$ cat config.mk
export PLATFORM = sky130hd
export DESIGN_NAME = rgb_text_art_stream_decoder
export DESIGN_NICKNAME = d
export VERILOG_FILES = /design/src/rtl/rtas_pkg.sv /design/src/rtl/rtas_parser.sv /design/src/rtl/rtas_skid.sv /design/src/rtl/rgb_text_art_stream_decoder.sv
export SDC_FILE = /design/constraint.sdc
export NUM_CORES = 1
export LEC_CHECK = 0
export BUFFER_PORTS_ARGS = -buffer_cell sky130_fd_sc_hd__buf_2
export CAP_MARGIN = 5
export CORE_UTILIZATION = 35
export CTS_CLUSTER_DIAMETER = 150
export DETAILED_ROUTE_END_ITERATION = 7
export SLEW_MARGIN = 0
export SYNTH_ARGS = -nofsm -noshare
export SYNTH_HDL_FRONTEND = slang
export SYNTH_SLANG_ARGS = --single-unit
$ cat constraint.sdc
create_clock -name clk -period 18.75 [get_ports clk]
set_input_delay 0.9375 -clock clk [delete_from_list [all_inputs] [get_ports clk]]
set_output_delay 0.9375 -clock clk [all_outputs]
set_load 0.01 [all_outputs]
$ cat src/rtl/rtas_pkg.sv
// Shared types, control codes and defaults for the text-art stream decoder.
`timescale 1ns / 1ps

package rtas_pkg;

  // Output coordinate width and colour width
  localparam int CELL_COORD_WIDTH    = 16;
  localparam int RGB_WIDTH           = 24;
  localparam int COORD_WIDTH_DEFAULT = 16;

  // Columns per row after reset
  localparam logic [15:0] LINE_WIDTH_RESET = 16'd80;

  // Control codes in the byte stream
  localparam logic [7:0] CODE_CURSOR = 8'd1;
  localparam logic [7:0] CODE_FORE   = 8'd2;
  localparam logic [7:0] CODE_BACK   = 8'd4;
  localparam logic [7:0] CODE_BOTH   = 8'd6;

  // One emitted character cell
  typedef struct packed {
    logic [CELL_COORD_WIDTH-1:0] column;
    logic [CELL_COORD_WIDTH-1:0] row;
    logic [7:0]                  glyph;
    logic [RGB_WIDTH-1:0]        fore;
    logic [RGB_WIDTH-1:0]        back;
  } cell_t;

  // True for a byte that is a control code and never shows as a cell
  function automatic logic glyph_is_code(input logic [7:0] g);
    return (g == CODE_CURSOR) || (g == CODE_FORE) || (g == CODE_BACK) || (g == CODE_BOTH);
  endfunction

endpackage

$ cat src/rtl/rtas_parser.sv
// Byte parser: cursor, colours and parse phase, one byte per beat.
`timescale 1ns / 1ps

module rtas_parser #(
  parameter int COORD_WIDTH = rtas_pkg::COORD_WIDTH_DEFAULT
) (
  input  logic           clk,
  input  logic           rst,
  input  logic           accept,
  input  logic [7:0]     data_byte,
  input  logic [15:0]    line_width,
  output logic           emit,
  output rtas_pkg::cell_t cell_data
);
  import rtas_pkg::*;

  typedef enum logic [12:0] {
    PH_IDLE   = 13'b0_0000_0000_0001,
    PH_WORD   = 13'b0_0000_0000_0010,
    PH_CHAR2  = 13'b0_0000_0000_0100,
    PH_SKIP2  = 13'b0_0000_0000_1000,
    PH_FG2    = 13'b0_0000_0001_0000,
    PH_CHAR4  = 13'b0_0000_0010_0000,
    PH_SKIP4  = 13'b0_0000_0100_0000,
    PH_BG4    = 13'b0_0000_1000_0000,
    PH_CHAR6  = 13'b0_0001_0000_0000,
    PH_SKIP6A = 13'b0_0010_0000_0000,
    PH_FG6    = 13'b0_0100_0000_0000,
    PH_SKIP6B = 13'b0_1000_0000_0000,
    PH_BG6    = 13'b1_0000_0000_0000
  } phase_t;

  localparam logic [COORD_WIDTH-1:0] COORD_ONE = {{(COORD_WIDTH-1){1'b0}}, 1'b1};

  phase_t                 phase, phase_next;
  logic [2:0]             byte_count, byte_count_next;
  logic [COORD_WIDTH-1:0] column, column_next;
  logic [COORD_WIDTH-1:0] row, row_next;
  logic [RGB_WIDTH-1:0]   fore, fore_next;
  logic [RGB_WIDTH-1:0]   back, back_next;
  logic [7:0]             held, held_next;
  logic [COORD_WIDTH-1:0] gather, gather_next;

  logic [COORD_WIDTH-1:0] column_base;
  logic [COORD_WIDTH+7:0] gather_wide;
  logic [COORD_WIDTH+15:0] column_wide;
  logic [COORD_WIDTH+15:0] width_wide;
  logic [COORD_WIDTH+15:0] cell_column_wide;
  logic [COORD_WIDTH+15:0] cell_row_wide;
  logic                   wrap;
  logic                   emit_try;
  logic [7:0]             emit_glyph;

  // Compare cursor and width at a common width
  assign column_wide = {16'b0, column};
  assign width_wide  = {{COORD_WIDTH{1'b0}}, line_width};
  assign wrap        = (column_wide == width_wide);
  assign gather_wide = {gather, data_byte};

  // Next state for the byte on the input
  always_comb begin
    phase_next      = phase;
    byte_count_next = byte_count;
    column_next     = column;
    row_next        = row;
    fore_next       = fore;
    back_next       = back;
    held_next       = held;
    gather_next     = gather;
    column_base     = column;
    emit_try        = 1'b0;
    emit_glyph      = data_byte;
    emit            = 1'b0;

    unique case (phase)
      PH_IDLE: begin
        byte_count_next = 3'd0;
        if (wrap) begin
          column_base = '0;
          row_next    = row + COORD_ONE;
        end
        column_next = column_base;
        case (data_byte)
          CODE_CURSOR: phase_next = PH_WORD;
          CODE_FORE:   phase_next = PH_CHAR2;
          CODE_BACK:   phase_next = PH_CHAR4;
          CODE_BOTH:   phase_next = PH_CHAR6;
          default:     emit_try   = 1'b1;
        endcase
      end
      PH_WORD: begin
        // Gather big-endian words: row after four bytes, column after eight
        gather_next     = gather_wide[COORD_WIDTH-1:0];
        byte_count_next = byte_count + 3'd1;
        if (byte_count == 3'd3) begin
          row_next = gather_wide[COORD_WIDTH-1:0];
        end else if (byte_count == 3'd7) begin
          column_next     = gather_wide[COORD_WIDTH-1:0];
          phase_next      = PH_IDLE;
          byte_count_next = 3'd0;
        end
      end
      PH_CHAR2: begin
        held_next  = data_byte;
        phase_next = PH_SKIP2;
      end
      PH_SKIP2: begin
        phase_next      = PH_FG2;
        byte_count_next = 3'd0;
      end
      PH_FG2: begin
        fore_next = {fore[RGB_WIDTH-9:0], data_byte};
        if (byte_count < 3'd2) begin
          byte_count_next = byte_count + 3'd1;
        end else begin
          byte_count_next = 3'd0;
          emit_glyph      = held;
          if (held == CODE_BACK) begin
            phase_next = PH_CHAR4;
          end else if (held == CODE_BOTH) begin
            phase_next = PH_CHAR6;
          end else begin
            emit_try = 1'b1;
          end
        end
      end
      PH_CHAR4: begin
        held_next  = data_byte;
        phase_next = PH_SKIP4;
      end
      PH_SKIP4: begin
        phase_next      = PH_BG4;
        byte_count_next = 3'd0;
      end
      PH_BG4: begin
        back_next = {back[RGB_WIDTH-9:0], data_byte};
        if (byte_count < 3'd2) begin
          byte_count_next = byte_count + 3'd1;
        end else begin
          byte_count_next = 3'd0;
          emit_glyph      = held;
          if (held == CODE_BOTH) begin
            phase_next = PH_CHAR6;
          end else begin
            emit_try = 1'b1;
          end
        end
      end
      PH_CHAR6: begin
        held_next  = data_byte;
        phase_next = PH_SKIP6A;
      end
      PH_SKIP6A: begin
        phase_next      = PH_FG6;
        byte_count_next = 3'd0;
      end
      PH_FG6: begin
        fore_next = {fore[RGB_WIDTH-9:0], data_byte};
        if (byte_count < 3'd2) begin
          byte_count_next = byte_count + 3'd1;
        end else begin
          byte_count_next = 3'd0;
          phase_next      = PH_SKIP6B;
        end
      end
      PH_SKIP6B: begin
        phase_next      = PH_BG6;
        byte_count_next = 3'd0;
      end
      PH_BG6: begin
        back_next = {back[RGB_WIDTH-9:0], data_byte};
        if (byte_count < 3'd2) begin
          byte_count_next = byte_count + 3'd1;
        end else begin
          byte_count_next = 3'd0;
          emit_glyph      = held;
          emit_try        = 1'b1;
        end
      end
      default: begin
        phase_next      = PH_IDLE;
        byte_count_next = 3'd0;
      end
    endcase

    // End of a sequence: back to idle, show the glyph unless it is a code
    if (emit_try) begin
      phase_next      = PH_IDLE;
      byte_count_next = 3'd0;
      if (!glyph_is_code(emit_glyph)) begin
        emit        = accept;
        column_next = column_base + COORD_ONE;
      end
    end
  end

  // Build the cell from the cursor before the advance and the fresh colours
  assign cell_column_wide = {16'b0, column_base};
  assign cell_row_wide    = {16'b0, row_next};
  assign cell_data.column = cell_column_wide[CELL_COORD_WIDTH-1:0];
  assign cell_data.row    = cell_row_wide[CELL_COORD_WIDTH-1:0];
  assign cell_data.glyph  = emit_glyph;
  assign cell_data.fore   = fore_next;
  assign cell_data.back   = back_next;

  // Advance state on each accepted beat
  always_ff @(posedge clk) begin
    if (rst) begin
      phase      <= PH_IDLE;
      byte_count <= 3'd0;
      column     <= '0;
      row        <= '0;
      fore       <= '0;
      back       <= '0;
      held       <= 8'd0;
      gather     <= '0;
    end else if (accept) begin
      phase      <= phase_next;
      byte_count <= byte_count_next;
      column     <= column_next;
      row        <= row_next;
      fore       <= fore_next;
      back       <= back_next;
      held       <= held_next;
      gather     <= gather_next;
    end
  end

`ifndef SYNTHESIS
  a_emit_needs_accept: assert property (@(posedge clk) disable iff (rst)
    emit |-> accept)
    else $error("cell emitted without an accepted beat");

  a_emit_returns_idle: assert property (@(posedge clk) disable iff (rst)
    emit |=> (phase == PH_IDLE) && (byte_count == 3'd0))
    else $error("parser not idle after emitting a cell");

  a_count_quiet: assert property (@(posedge clk) disable iff (rst)
    (phase == PH_IDLE) || (phase == PH_CHAR2) || (phase == PH_SKIP2) ||
    (phase == PH_CHAR4) || (phase == PH_SKIP4) || (phase == PH_CHAR6) ||
    (phase == PH_SKIP6A) || (phase == PH_SKIP6B) |-> byte_count == 3'd0)
    else $error("byte count set outside a counting phase");

  a_colour_count: assert property (@(posedge clk) disable iff (rst)
    (phase == PH_FG2) || (phase == PH_BG4) || (phase == PH_FG6) ||
    (phase == PH_BG6) |-> byte_count <= 3'd2)
    else $error("colour byte count beyond three bytes");
`endif

endmodule

$ cat src/rtl/rtas_skid.sv
// Result register with a skid stage between parser and output channel.
`timescale 1ns / 1ps

module rtas_skid (
  input  logic            clk,
  input  logic            rst,
  input  logic            push,
  input  rtas_pkg::cell_t cell_in,
  output logic            in_stall,
  output logic            out_valid,
  input  logic            out_stall,
  output rtas_pkg::cell_t cell_out
);
  import rtas_pkg::*;

  logic  skid_valid;
  cell_t skid_cell;
  logic  out_take;

  assign out_take = out_valid && !out_stall;
  assign in_stall = skid_valid;

  // Control: main register first, skid stage when the main one is held
  always_ff @(posedge clk) begin
    if (rst) begin
      out_valid  <= 1'b0;
      skid_valid <= 1'b0;
    end else begin
      if (skid_valid) begin
        if (out_take) begin
          skid_valid <= 1'b0;
        end
      end else if (push) begin
        if (out_valid && !out_take) begin
          skid_valid <= 1'b1;
        end else begin
          out_valid <= 1'b1;
        end
      end else if (out_take) begin
        out_valid <= 1'b0;
      end
    end
  end

  // Payload: move the skid beat forward, or load the fresh one
  always_ff @(posedge clk) begin
    if (skid_valid) begin
      if (out_take) begin
        cell_out <= skid_cell;
      end
    end else if (push) begin
      if (out_valid && !out_take) begin
        skid_cell <= cell_in;
      end else begin
        cell_out <= cell_in;
      end
    end
  end

`ifndef SYNTHESIS
  a_skid_behind_main: assert property (@(posedge clk) disable iff (rst)
    skid_valid |-> out_valid)
    else $error("skid stage full while result register empty");

  a_no_push_when_full: assert property (@(posedge clk) disable iff (rst)
    push |-> !skid_valid)
    else $error("beat pushed into a full skid stage");

  a_skid_drains: assert property (@(posedge clk) disable iff (rst)
    skid_valid && out_take |=> !skid_valid && out_valid)
    else $error("skid beat not moved to the result register");
`endif

endmodule

$ cat src/rtl/rgb_text_art_stream_decoder.sv
// Top level of the truecolour text-art stream decoder.
//
//   channel  | handshake            | payload
//   ---------+----------------------+---------------------------------------------
//   input    | in_valid / in_stall  | data_byte
//   output   | out_valid / out_stall| cell_column, cell_row, glyph_code, fore_rgb,
//            |                      | back_rgb
//   config   | cfg_wr_en            | cfg_wr_data (line_width)
//
// One input beat per cycle while in_stall is low; each byte updates the parser
// registers in the cycle it is accepted, and a cell it completes is registered.
// A two-entry result stage (register plus skid) lets input flow while a cell
// waits; in_stall rises only when both entries are full.
// Synchronous reset returns the parser to idle, cursor and colours to zero
// and line_width to 80.
`timescale 1ns / 1ps

module rgb_text_art_stream_decoder #(
  parameter int COORD_WIDTH = rtas_pkg::COORD_WIDTH_DEFAULT
) (
  input  logic        clk,
  input  logic        rst,
  input  logic        in_valid,
  output logic        in_stall,
  input  logic [7:0]  data_byte,
  output logic        out_valid,
  input  logic        out_stall,
  output logic [15:0] cell_column,
  output logic [15:0] cell_row,
  output logic [7:0]  glyph_code,
  output logic [23:0] fore_rgb,
  output logic [23:0] back_rgb,
  input  logic        cfg_wr_en,
  input  logic [15:0] cfg_wr_data
);
  import rtas_pkg::*;

  logic [15:0] line_width;
  logic        accept;
  logic        emit;
  cell_t       cell_new;
  cell_t       cell_out;

  // Hold the line width register
  always_ff @(posedge clk) begin
    if (rst) begin
      line_width <= LINE_WIDTH_RESET;
    end else if (cfg_wr_en) begin
      line_width <= cfg_wr_data;
    end
  end

  assign accept = in_valid && !in_stall;

  rtas_parser #(
    .COORD_WIDTH(COORD_WIDTH)
  ) u_parser (
    .clk       (clk),
    .rst       (rst),
    .accept    (accept),
    .data_byte (data_byte),
    .line_width(line_width),
    .emit      (emit),
    .cell_data (cell_new)
  );

  rtas_skid u_skid (
    .clk      (clk),
    .rst      (rst),
    .push     (emit),
    .cell_in  (cell_new),
    .in_stall (in_stall),
    .out_valid(out_valid),
    .out_stall(out_stall),
    .cell_out (cell_out)
  );

  // Unpack the cell onto the output fields
  assign cell_column = cell_out.column;
  assign cell_row    = cell_out.row;
  assign glyph_code  = cell_out.glyph;
  assign fore_rgb    = cell_out.fore;
  assign back_rgb    = cell_out.back;

endmodule

# Word-level counts from Yosys, hierarchy flattened
# Index checks and enable logic that the tools add are counted.
[totals] register_bits=306 elab_cells=136 inputBits=29 out_inout_bits=90
[classes] n_reduce_logical=24 n_mux=49 n_addsub=3 n_lt_le_gt_ge=1 bitwise=1 eq_ne=37
[op_table] operator="two-way mux 88 bit" count=4
[op_table] operator="case mux 13 bit (13 select lines)" count=1
[op_table] operator="two-way mux 16 bit" count=8
[op_table] operator="two-way mux 13 bit" count=8
[op_table] operator="case mux 16 bit (2 select lines)" count=2
[op_table] operator="case mux 13 bit (4 select lines)" count=1
[op_table] operator="equality test 8 x 3 -> 1 bit, second input constant" count=6
[op_table] operator="two-way mux 24 bit" count=2
[op_table] operator="adder 16 x 1 -> 16 bit, second input constant" count=2
[op_table] operator="equality test 16 bit" count=1
[op_table] operator="equality test 8 x 1 -> 1 bit, second input constant" count=2
[op_table] operator="equality test 8 x 2 -> 1 bit, second input constant" count=2
[op_table] operator="two-way mux 8 bit" count=2
[op_table] operator="two-way mux 1 bit" count=15
[op_table] operator="equality test 13 x 1 -> 1 bit, second input constant" count=1
[op_table] operator="equality test 13 x 10 -> 1 bit, second input constant" count=1
[op_table] operator="equality test 13 x 11 -> 1 bit, second input constant" count=1
[op_table] operator="equality test 13 x 12 -> 1 bit, second input constant" count=1
[op_table] operator="equality test 13 bit, second input constant" count=1
[op_table] operator="equality test 13 x 2 -> 1 bit, second input constant" count=1
[op_table] operator="equality test 13 x 3 -> 1 bit, second input constant" count=1
[op_table] operator="equality test 13 x 4 -> 1 bit, second input constant" count=1
[op_table] operator="equality test 13 x 5 -> 1 bit, second input constant" count=1
[op_table] operator="equality test 13 x 6 -> 1 bit, second input constant" count=1
[op_table] operator="other kinds (26)" count=49

# Logic depth before layout (Yosys ltp)
# Gate-level depths: netlist (run 1).
[depth] depth_word=11 mapped_depth=17 depth_no_buf=14

# By module
# A second synthesis (run 1) with hierarchy kept.
[unflattened] cells_unflattened=1238 hier_area_um2=14586.5
[modules_own_cells] module="rtas_parser" cells_each=899 seq_area_each_um2=2242.2 n_inst=1 area_per_inst_um2=7234.4
[modules_own_cells] module="rtas_skid" cells_each=286 seq_area_each_um2=5325.1 n_inst=1 area_per_inst_um2=6762.7
[modules_own_cells] module="rgb_text_art_stream_decoder" cells_each=53 seq_area_each_um2=320.3 n_inst=1 area_per_inst_um2=589.3

# Least setup slack after synthesis (run 1)
# OpenSTA, ideal clock, no wires.
[synth_path] kind="input-to-reg" start="input port data_byte[1]" end="register u_skid.cell_out[0] (netlist name)" setup_time_ns=0.669 required_time_ns=18.081 path_slack_ns=9.623 arrival_ns=8.458 n_path_buf=2 path_stages=8 cell_sequence="clkbuf_1 > o21ai_0 > nor4b_2 > mux2i_1 > and2_1 > buf_2 > nand2_1 > a21boi_0"
[synth_via] elab_chain_cells=10 word_cells_on_any_way=20 classes_between="8 x eq/ne; 6 x mux; 6 x reduce/logical"
[synth_rtl] element="start, declared" line="rgb_text_art_stream_decoder.sv:25" source="input logic [7:0] data_byte,"
[synth_rtl] element="two-way mux 8 bit" line="rtas_parser.sv:113, rtas_parser.sv:137, rtas_parser.sv:172"
[synth_rtl] element="two-way mux 8 bit"
[synth_rtl] element="equality test 8 x 1 -> 1 bit or equality test 8 x 2 -> 1 bit (tied branches)" line="rtas_pkg.sv:31" source="return (g == CODE_CURSOR) || (g == CODE_FORE) || (g == CODE_BACK) || (g == CODE_BOTH);"
[synth_rtl] element="logical OR 1 bit (3 in a row)" line="rtas_pkg.sv:31"
[synth_rtl] element="two-way mux 1 bit" line="rtas_parser.sv:190" source="if (!glyph_is_code(emit_glyph)) begin"
[synth_rtl] element="two-way mux 1 bit *" line="rtas_parser.sv:187" source="if (emit_try) begin"
[synth_rtl] element="nonzero test 2 bit (no source line) *"
[synth_rtl] element="AND reduction 3 bit (no source line) *"
# Every way passes the cells marked *; elsewhere a longest branch is shown, timed or not.
# A chain may end at the register's enable or synchronous reset.

# Final worst setup path (run 1)
[layout_path] start="register u_parser.phase[8]" end="register u_skid.cell_out[69] (netlist name)"
[layout_via] elab_chain_cells=11 word_cells_on_any_way=18 classes_between="8 x eq/ne; 4 x mux; 6 x reduce/logical"
[layout_rtl] element="start, declared" line="rtas_parser.sv:35" source="phase_t phase, phase_next;"
[layout_rtl] element="start signal, assigned" line="rtas_parser.sv:218" source="phase <= phase_next;"
[layout_rtl] element="equality test 13 x 5 -> 1 bit (tied with other cells)" line="rtas_parser.sv:75" source="unique case (phase)"
[layout_rtl] element="OR reduction 3 bit (no source line)"
[layout_rtl] element="two-way mux 8 bit"
[layout_rtl] element="equality test 8 x 1 -> 1 bit or equality test 8 x 2 -> 1 bit (tied branches)" line="rtas_pkg.sv:31"
[layout_rtl] element="logical OR 1 bit (3 in a row)" line="rtas_pkg.sv:31"
[layout_rtl] element="two-way mux 1 bit" line="rtas_parser.sv:190"
[layout_rtl] element="two-way mux 1 bit *" line="rtas_parser.sv:187"
[layout_rtl] element="nonzero test 2 bit (no source line) *"
[layout_rtl] element="AND reduction 3 bit (no source line) *"
# Marked as above.

==> summary.md, run 1 <==
| Metric | Value |
|---|---|
| Synth Flop Type | `edfxtp_1` |
| Die X | `201.6 µm` |
| Share of the yosys chip area belonging to registers | `56.56%` |
| Io pins | `119` |
| Root Buffer | `clkbuf_16` |
| Die Span Y | `201.6 µm` |
| TritonCTS buffer count | `34` |
| Routed Antenna Nets | `0` |
| CTS tree | `yes` |
| Post-route setup TNS | `0 ps` |
| NetSw | `447.6 µW` |
| Arrival time worst endpoint | `5530 ps` |
| TritonRoute pass-1 iters | `6` |
| DR vias/cell | `5.272` |
| Worst R2R Setup Slack | `13360 ps` |
| Sw Ratio | `26.57%` |
| Worst Hold Launch | `u_parser.byte_count[0]` |
| Worst clock skew | `25.13 ps` |
| FFs w/ async S/R, synth | `0%` |
| CTS Hold Buffers Added | `0` |
| Int Pwr | `1237 µW` |
| Global-route wire length before repair | `56.51 mm` |
| GRT overflow | `0` |
| Final setup fails | `0` |
| Minimum clock period | `5392 ps` |
| Worst flop-to-flop path startpoint | `u_parser.phase[8]` |
| # Max-Cap Violations | `0` |
| Slew at the pin closest to its max-slew limit | `1127 ps` |
| Htree depth | `2` |
| Hold depth | `2` |
| Power per cell area | `104.9 mW/mm²` |
| Routed vias | `9985` |
| Worst min path class | `reg2reg` |
| Clock power share | `38.4%` |
| FF-to-FF path depth | `8` |
| Hold slack final | `475.6 ps` |
| Final Hold Viols | `0` |
| Placed Area | `0.01497 mm²` |
| VDD IR-drop max | `60.28 µV` |
| Seq cells post-synth | `306` |
| Gpl congestion | `0.8576` |
| Synthesis-to-finish area growth | `15.18%` |
| Sequential share of power | `48.1%` |
| Clk sinks | `306` |
| Worst R2R End | `u_skid.cell_out[69]` |
| Drt initial violations | `763` |
| RSZ-0062 raised after global routing | `no` |
| Startpoint Class | `flip-flop` |
| Slew margin rel. | `24.67%` |
| Worst skew pair latency | `530 ps` |
| Initial core utilization | `35.75%` |
| Largest net degree at the start of global routing | `81` |
| WL per Instance | `19.39 µm` |
| Non-filler cells, final | `1894` |
| Clock Path Buffers | `3` |
| Final nets | `1382` |
| Mean post-synth cell area | `11.03 µm²` |
| GRT Resource Usage Total | `17.84%` |
| Tcrit/Tclk final | `28.76%` |
| Leakage | `0.006083 µW` |
| Cell count after synthesis | `1264` |
| Hold Crit Endpoint | `u_parser.byte_count[0]` |
| Yosys cell types | `78` |
| Clk slew on worst S/H paths | `60 ps` |
| Buffers added on ports | `118` |
| Critical path launch point | `u_parser.phase[8]` |
| Post-CTS Setup Bufs | `0` |
| Count of pins over their slew limit | `0` |
| Worst-path maximum fanout | `54` |
| Share of layout cells above drive strength 1 | `25.25%` |
| Status | `finished, final reports clean` |
| Highest Clock Rate | `185.5 MHz` |
| # rows | `72` |
| Post-cts gate resize count | `0` |
| Full die area | `0.04064 mm²` |
| Logic pwr share | `13.5%` |
| Post-Syn Area | `0.01394 mm²` |
| DP Worst Slack | `13380 ps` |
| Final WS setup | `13360 ps` |
| Post-DP HPWL | `24.38 mm` |
| Ys Warns | `0` |
| Placed cells | `1830` |
| WL final | `36.72 mm` |
| Setup CP Type | `reg2reg` |
| Worst EP required | `18890 ps` |
| DR DRC count | `0` |
| Post-synth EDFFs | `176` |
| Setup crit end kind | `flip-flop` |
| Vias in the first global route | `9191` |
| Synthesized net count | `1298` |
| Design Area, Final | `0.01606 mm²` |
| Antenna violations before repair | `2` |
| Core ar. | `0.03901 mm²` |
-- metal layers --
metal	GRT usage (%)	routed length, µm	part of all wire, %	vias to the layer above
met2	25.75	15830	43	279
met1	26.81	18000	49	4866
met5	0	0	0	-
met4	5.817	910	2.5	0
li1	-	-	-	4778
met3	3.029	1978	5.4	62
-- power by group through the flow --
stage	Sequential, µW	Combinational [µW]	Clock (µW)
after global placement	824	226	0
after global routing	817	249	691
after CTS	811	230	664
after floorplan	835	137	0
after detailed placement	825	228	0
final	810	227	647
-- registers in the layout, summed over array words and instances (netlist names), 13 cells and up --
name / flops
u_parser.back: 24
line_width: 16
u_parser.phase: 13
u_parser.column: 16
u_skid.skid_cell: 88
u_parser.row: 16
u_parser.fore: 24
u_skid.cell_out: 88
-- critical path, stage by stage, from the launching register on --
cell      delay [ps]
dfxtp_1          380
nor4_2           980
nand3_1          380
nor3_4           490
mux2i_1          410
and2_1           370
nand2_1          240
a21boi_4         930
buf_4            730
-- cells in the mapped netlist (18+ instances only) --
| master | instances | area (µm²) |
|---|---|---|
| dfxtp_1 | 130 | 2603 |
| xor2_1 | 24 | 210.2 |
| nor2_1 | 181 | 679.4 |
| nand3_1 | 18 | 90.09 |
| mux2i_1 | 34 | 340.3 |
| mux2_2 | 132 | 1486 |
| o21ai_0 | 45 | 225.2 |
| nand4_1 | 18 | 112.6 |
| clkbuf_1 | 64 | 240.2 |
| nor3_1 | 68 | 340.3 |
| edfxtp_1 | 176 | 5285 |
| inv_1 | 22 | 82.58 |
| a21oi_1 | 46 | 230.2 |
| nand2_1 | 96 | 360.4 |
-- placed cells by master (no fill, tap or decap), drive strengths merged, types with 20 or more instances in the layout --
master,Yosys,layout
clkbuf,64,48
buf,20,132
nor3,70,70
nand4,20,20
mux2,132,132
a21oi,46,46
dfxtp,130,130
nand2,98,98
nor2,182,182
xor2,24,24
o21ai,48,48
nand3,20,20
edfxtp,176,176
mux2i,34,34
inv,22,23
-- logic make-up after synthesis --
logic type / synth area share (%)
xor gates and xnor gates: 1.947
AOI/OAI and AO/OA: 8.183
buffers and inverters: 3.158
adders and majority gates: 0.4486
DFF: 56.56
muxes: 13.10
and+or+nand+nor: 16.60
-- how the worst max path moves through the flow --
stage,cells after the start,to
5_1_grt,8,u_skid.cell_out[60]
2_1_floorplan,8,u_skid.cell_out[0]
3_5_place_dp,8,u_skid.cell_out[71]
4_1_cts,8,u_skid.cell_out[60]
3_3_place_gp,8,u_skid.cell_out[71]
6_report,8,u_skid.cell_out[69]
-- metrics by stage --
stage | utilization, % | total power (µW)
finish | 41.18 | 1685
global route | 41.16 | 1756
CTS | 41.16 | 1705
detailed placement | 38.38 | 1053
global placement | 38.38 | 1050
floorplan | - | 971.9
-- cell type report --
type,count,area [µm²]
fill,3723,22950
sequential,306,7891
multi-input combinational,851,5645
clock buffer,48,964.7
timing repair buffer,132,698.2
tap,518,648.1
clock inverter,14,122.6
inverter,23,86.33
antenna,2,5.005
Power figures use the tool's default switching activity.
==> inputs of run 2 (changes only) <==
ABC_AREA = 1   (was default)
clock period = 5.2 ns   (was 18.75 ns; I/O delays follow)
==> run 2 against run 1 <==
  * Cell count rose by 24%
  * Via count increased by 16%
  * Core utilization about the same
  * Flip-flop and latch count unchanged
  * Worst hold slack got worse by 450 ps
  * Critical path type unchanged
==> summary.md, run 2 <==
| Metric | Value |
|---|---|
| Post-synth EDFFs | `176 (unchanged)` |
| Critical path's most frequent cell | `inv_2` |
| Antenna violations before repair | `0 (was 2)` |
| Worst EP required | `5340 ps (was 18890 ps)` |
| Worst clock skew | `21.56 ps (was 25.13 ps)` |
| # Max-Cap Violations | `0 (unchanged)` |
| Crit path to | `u_skid.cell_out[54] (was u_skid.cell_out[69])` |
| Worst skew pair latency | `530 ps (about the same)` |
| Critical path launch point | `u_parser.phase[8] (unchanged)` |
| Core ar. | `0.04010 mm² (was 0.03901 mm²)` |
| Clk slew on worst S/H paths | `50 ps (was 60 ps)` |
| DR vias/cell | `4.925 (was 5.272)` |
| Share of layout cells above drive strength 1 | `13.74% (was 25.25%)` |
| Clock Path Buffers | `3 (unchanged)` |
| Worst R2R End | `u_skid.cell_out[54] (was u_skid.cell_out[69])` |
| Critical-path cell list | `nor2_2, nand2_2, nor2_4, inv_2, nor3_4, buf_4, inv_2, nor2_1, nand2_1, nand3_2, inv_2, nor2_8, nand2_1, o21ai_1, inv_1, nor2_4, buf_4 (was nor4_2, nand3_1, nor3_4, mux2i_1, and2_1, nand2_1, a21boi_4, buf_4)` |
| Post-route core utilization | `41.14% (was 41.18%)` |
| Setup CP Type | `reg2reg (unchanged)` |
| GRT overflow | `0 (unchanged)` |
| Largest net degree at the start of global routing | `101 (was 81)` |
| Worst Hold Launch | `cfg_wr_data[15] (was u_parser.byte_count[0])` |
| Leakage | `0.007092 µW (was 0.006083 µW)` |
| Worst flop-to-flop path startpoint | `u_parser.phase[8] (unchanged)` |
| Yosys top cell area share | `36.82% (was 37.90%)` |
| Setup crit end kind | `flip-flop (unchanged)` |
| Highest Clock Rate | `269.5 MHz (was 185.5 MHz)` |
| Clock power share | `41.3% (was 38.4%)` |
| Htree depth | `2 (unchanged)` |
| Synthesized net count | `1740 (was 1298)` |
| Final WS setup | `1489 ps (was 13360 ps)` |
| Startpoint Class | `flip-flop (unchanged)` |
| Final nets | `1827 (was 1382)` |
| Global-route wire length before repair | `58.46 mm (was 56.51 mm)` |
| GRT Resource Usage Total | `17.69% (was 17.84%)` |
| Slew at the pin closest to its max-slew limit | `944.6 ps (was 1127 ps)` |
| Top cells by count, synth | `nand2_1, inv_1, o21ai_0, edfxtp_1, dfxtp_1 (was nor2_1, edfxtp_1, mux2_2, dfxtp_1, nand2_1)` |
| Io pins | `119 (unchanged)` |
| Power per cell area | `347.9 mW/mm² (was 104.9 mW/mm²)` |
| Post-Synth XOR/XNOR Area | `0.8543% (was 1.947%)` |
| Largest family of logic cells by synthesized area | `simple AND/OR/NAND/NOR gates (unchanged)` |
| DR DRC count | `0 (unchanged)` |
| FFs w/ async S/R, synth | `0% (unchanged)` |
| Initial core utilization | `35.79% (was 35.75%)` |
| Sequential share of power | `48.1% (about the same)` |
| Post-Syn Area | `0.01435 mm² (was 0.01394 mm²)` |
| RSZ-0062 raised after global routing | `no (unchanged)` |
| CTS Hold Buffers Added | `7 (was 0)` |
| WL final | `36.87 mm (was 36.72 mm)` |
| Post-DP HPWL | `24.52 mm (was 24.38 mm)` |
| Final Hold Viols | `0 (unchanged)` |
| Post-route setup TNS | `0 ps (unchanged)` |
| Post-CTS Setup Bufs | `0 (unchanged)` |
| Cell count after synthesis | `1706 (was 1264)` |
| Logic pwr share | `10.7% (was 13.5%)` |
| Worst min path class | `in2reg (was reg2reg)` |
| Drt initial violations | `722 (was 763)` |
| Top Registers | `u_skid.cell_out x88, u_skid.skid_cell x88 (unchanged)` |
| Vias in the first global route | `11000 (was 9191)` |
| Arrival time worst endpoint | `3850 ps (was 5530 ps)` |
| Mean post-synth cell area | `8.413 µm² (was 11.03 µm²)` |
| Post-Synth Simple-Gate Area | `19.85% (was 16.60%)` |
| Synth area leaders | `edfxtp_1, dfxtp_1, nand2_1 (was edfxtp_1, dfxtp_1, mux2_2)` |
| Largest area contributor in the netlist | `edfxtp_1 (unchanged)` |
| Hold depth | `3 (was 2)` |
| Slowest stage cell, crit path | `buf_4 (was nor4_2)` |
| Seq cells post-synth | `306 (unchanged)` |
| Crit-path max cell delay | `570 ps (was 980 ps)` |
| TritonRoute pass-1 iters | `7 (was 6)` |
| Mux cell area share after synthesis | `0% (was 13.10%)` |
| Ys Warns | `0 (unchanged)` |
| Synthesis-to-finish area growth | `14.94% (was 15.18%)` |
| FF-to-FF path depth | `17 (was 8)` |
| Adder-cell share of the synthesized area | `0.4359% (was 0.4486%)` |
| Routed Antenna Nets | `0 (unchanged)` |
| Root Buffer | `clkbuf_16 (unchanged)` |
| Most common cell in the netlist | `nand2_1 (was nor2_1)` |
| Clk sinks | `306 (unchanged)` |
| Status | `finished, final reports clean (unchanged)` |
| DP Worst Slack | `1475 ps (was 13380 ps)` |
| Gpl congestion | `0.8715 (was 0.8576)` |
| Count of pins over their slew limit | `0 (unchanged)` |
| Sw Ratio | `25.74% (was 26.57%)` |
| Routed vias | `11550 (was 9985)` |
| Commonest non-fill, non-tap cell in the layout | `nand2_1 (was nor2_1)` |
| Synth Flop Type | `edfxtp_1 (unchanged)` |
| Tcrit/Tclk final | `71.37% (was 28.76%)` |
| Most frequent cells in the layout | `nand2_1, inv_1, o21ai_0 (was nor2_1, edfxtp_1, mux2_2)` |
| # rows | `73 (was 72)` |
| Final setup fails | `0 (unchanged)` |
| Buffers added on ports | `118 (unchanged)` |
| Hold slack final | `21.22 ps (was 475.6 ps)` |
| Minimum clock period | `3711 ps (was 5392 ps)` |
| Synth Area in Compound Gates | `14.43% (was 8.183%)` |
| NetSw | `1477 µW (was 447.6 µW)` |
| Worst-path maximum fanout | `59 (was 54)` |
| Power Total | `5740 µW (was 1685 µW)` |
| Int Pwr | `4263 µW (was 1237 µW)` |
| WL per Instance | `15.72 µm (was 19.39 µm)` |
| Layout filler cell count | `4026 (was 3723)` |
| Share of the yosys chip area belonging to registers | `54.96% (was 56.56%)` |
| Yosys cell types | `45 (was 78)` |
| ANT cells | `0 (was 2)` |
| Die X | `204.5 µm (was 201.6 µm)` |
| Slew margin rel. | `36.60% (was 24.67%)` |
| Die Span Y | `204.5 µm (was 201.6 µm)` |
| TritonCTS buffer count | `35 (was 34)` |
| Full die area | `0.04182 mm² (was 0.04064 mm²)` |
| CTS tree | `yes (unchanged)` |
| Worst R2R Setup Slack | `1490 ps (was 13360 ps)` |
| VDD IR-drop max | `274.2 µV (was 60.28 µV)` |
| Post-cts gate resize count | `0 (unchanged)` |
[run 2: metal layers]
| layer | track usage (%) | vias to the layer above | part of all wire (%) |
|---|---|---|---|
| met5 | 0 | - | 0 |
| met4 | 5.810 | 0 | 2.6 |
| met3 | 2.561 | 69 | 5.0 |
| met2 | 28.89 | 317 | 46 |
| met1 | 23.98 | 5388 | 46 |
| li1 | - | 5776 | - |
[run 2: layout make-up]
| type | count | area [µm²] | share of cell area [%] |
|---|---|---|---|
| clock buffer | 51 | 987.2 | 5.984 |
| timing repair buffer | 139 | 765.7 | 4.642 |
| sequential | 306 | 7891 | 47.83 |
| clock inverter | 13 | 113.9 | 0.6902 |
| inverter | 255 | 957.2 | 5.802 |
| tap | 525 | 656.9 | 3.982 |
| multi-input combinational | 1056 | 5125 | 31.07 |
[run 2: critical path, delay by kind of cell (launching register included)]
family	cells	cell delay (ps)
AOI/OAI and AO/OA	1	160
buffers and inverters	6	1250
DFF	1	340
and+or+nand+nor	10	1510
[run 2: logic make-up after synthesis]
logic type	after synthesis
xor+xnor	14
flops	306
buf+inv	344
simple gates	656
fa+ha+maj	5
compound gates	381
[run 2: through the flow]
step,cells,cell area (µm²)
6_report,2345,16500
5_1_grt,2345,16500
4_1_cts,2345,16500
3_5_place_dp,2274,15330
3_3_place_gp,2274,15330
2_1_floorplan,1706,14360
[run 2: worst min path at each step]
stage	to	slack [ps]
finish	line_width[15]	20
global route	line_width[1]	40
CTS	line_width[15]	4
detailed placement	line_width[15]	470
global placement	line_width[11]	460
floorplan	line_width[6]	380
[run 2: power groups by stage]
stage	clock [µW]	sequential [µW]	combinational (µW)
2_1_floorplan	0	2810	409
3_3_place_gp	0	2810	602
3_5_place_dp	0	2810	611
4_1_cts	2420	2760	619
5_1_grt	2520	2770	692
6_report	2370	2760	612
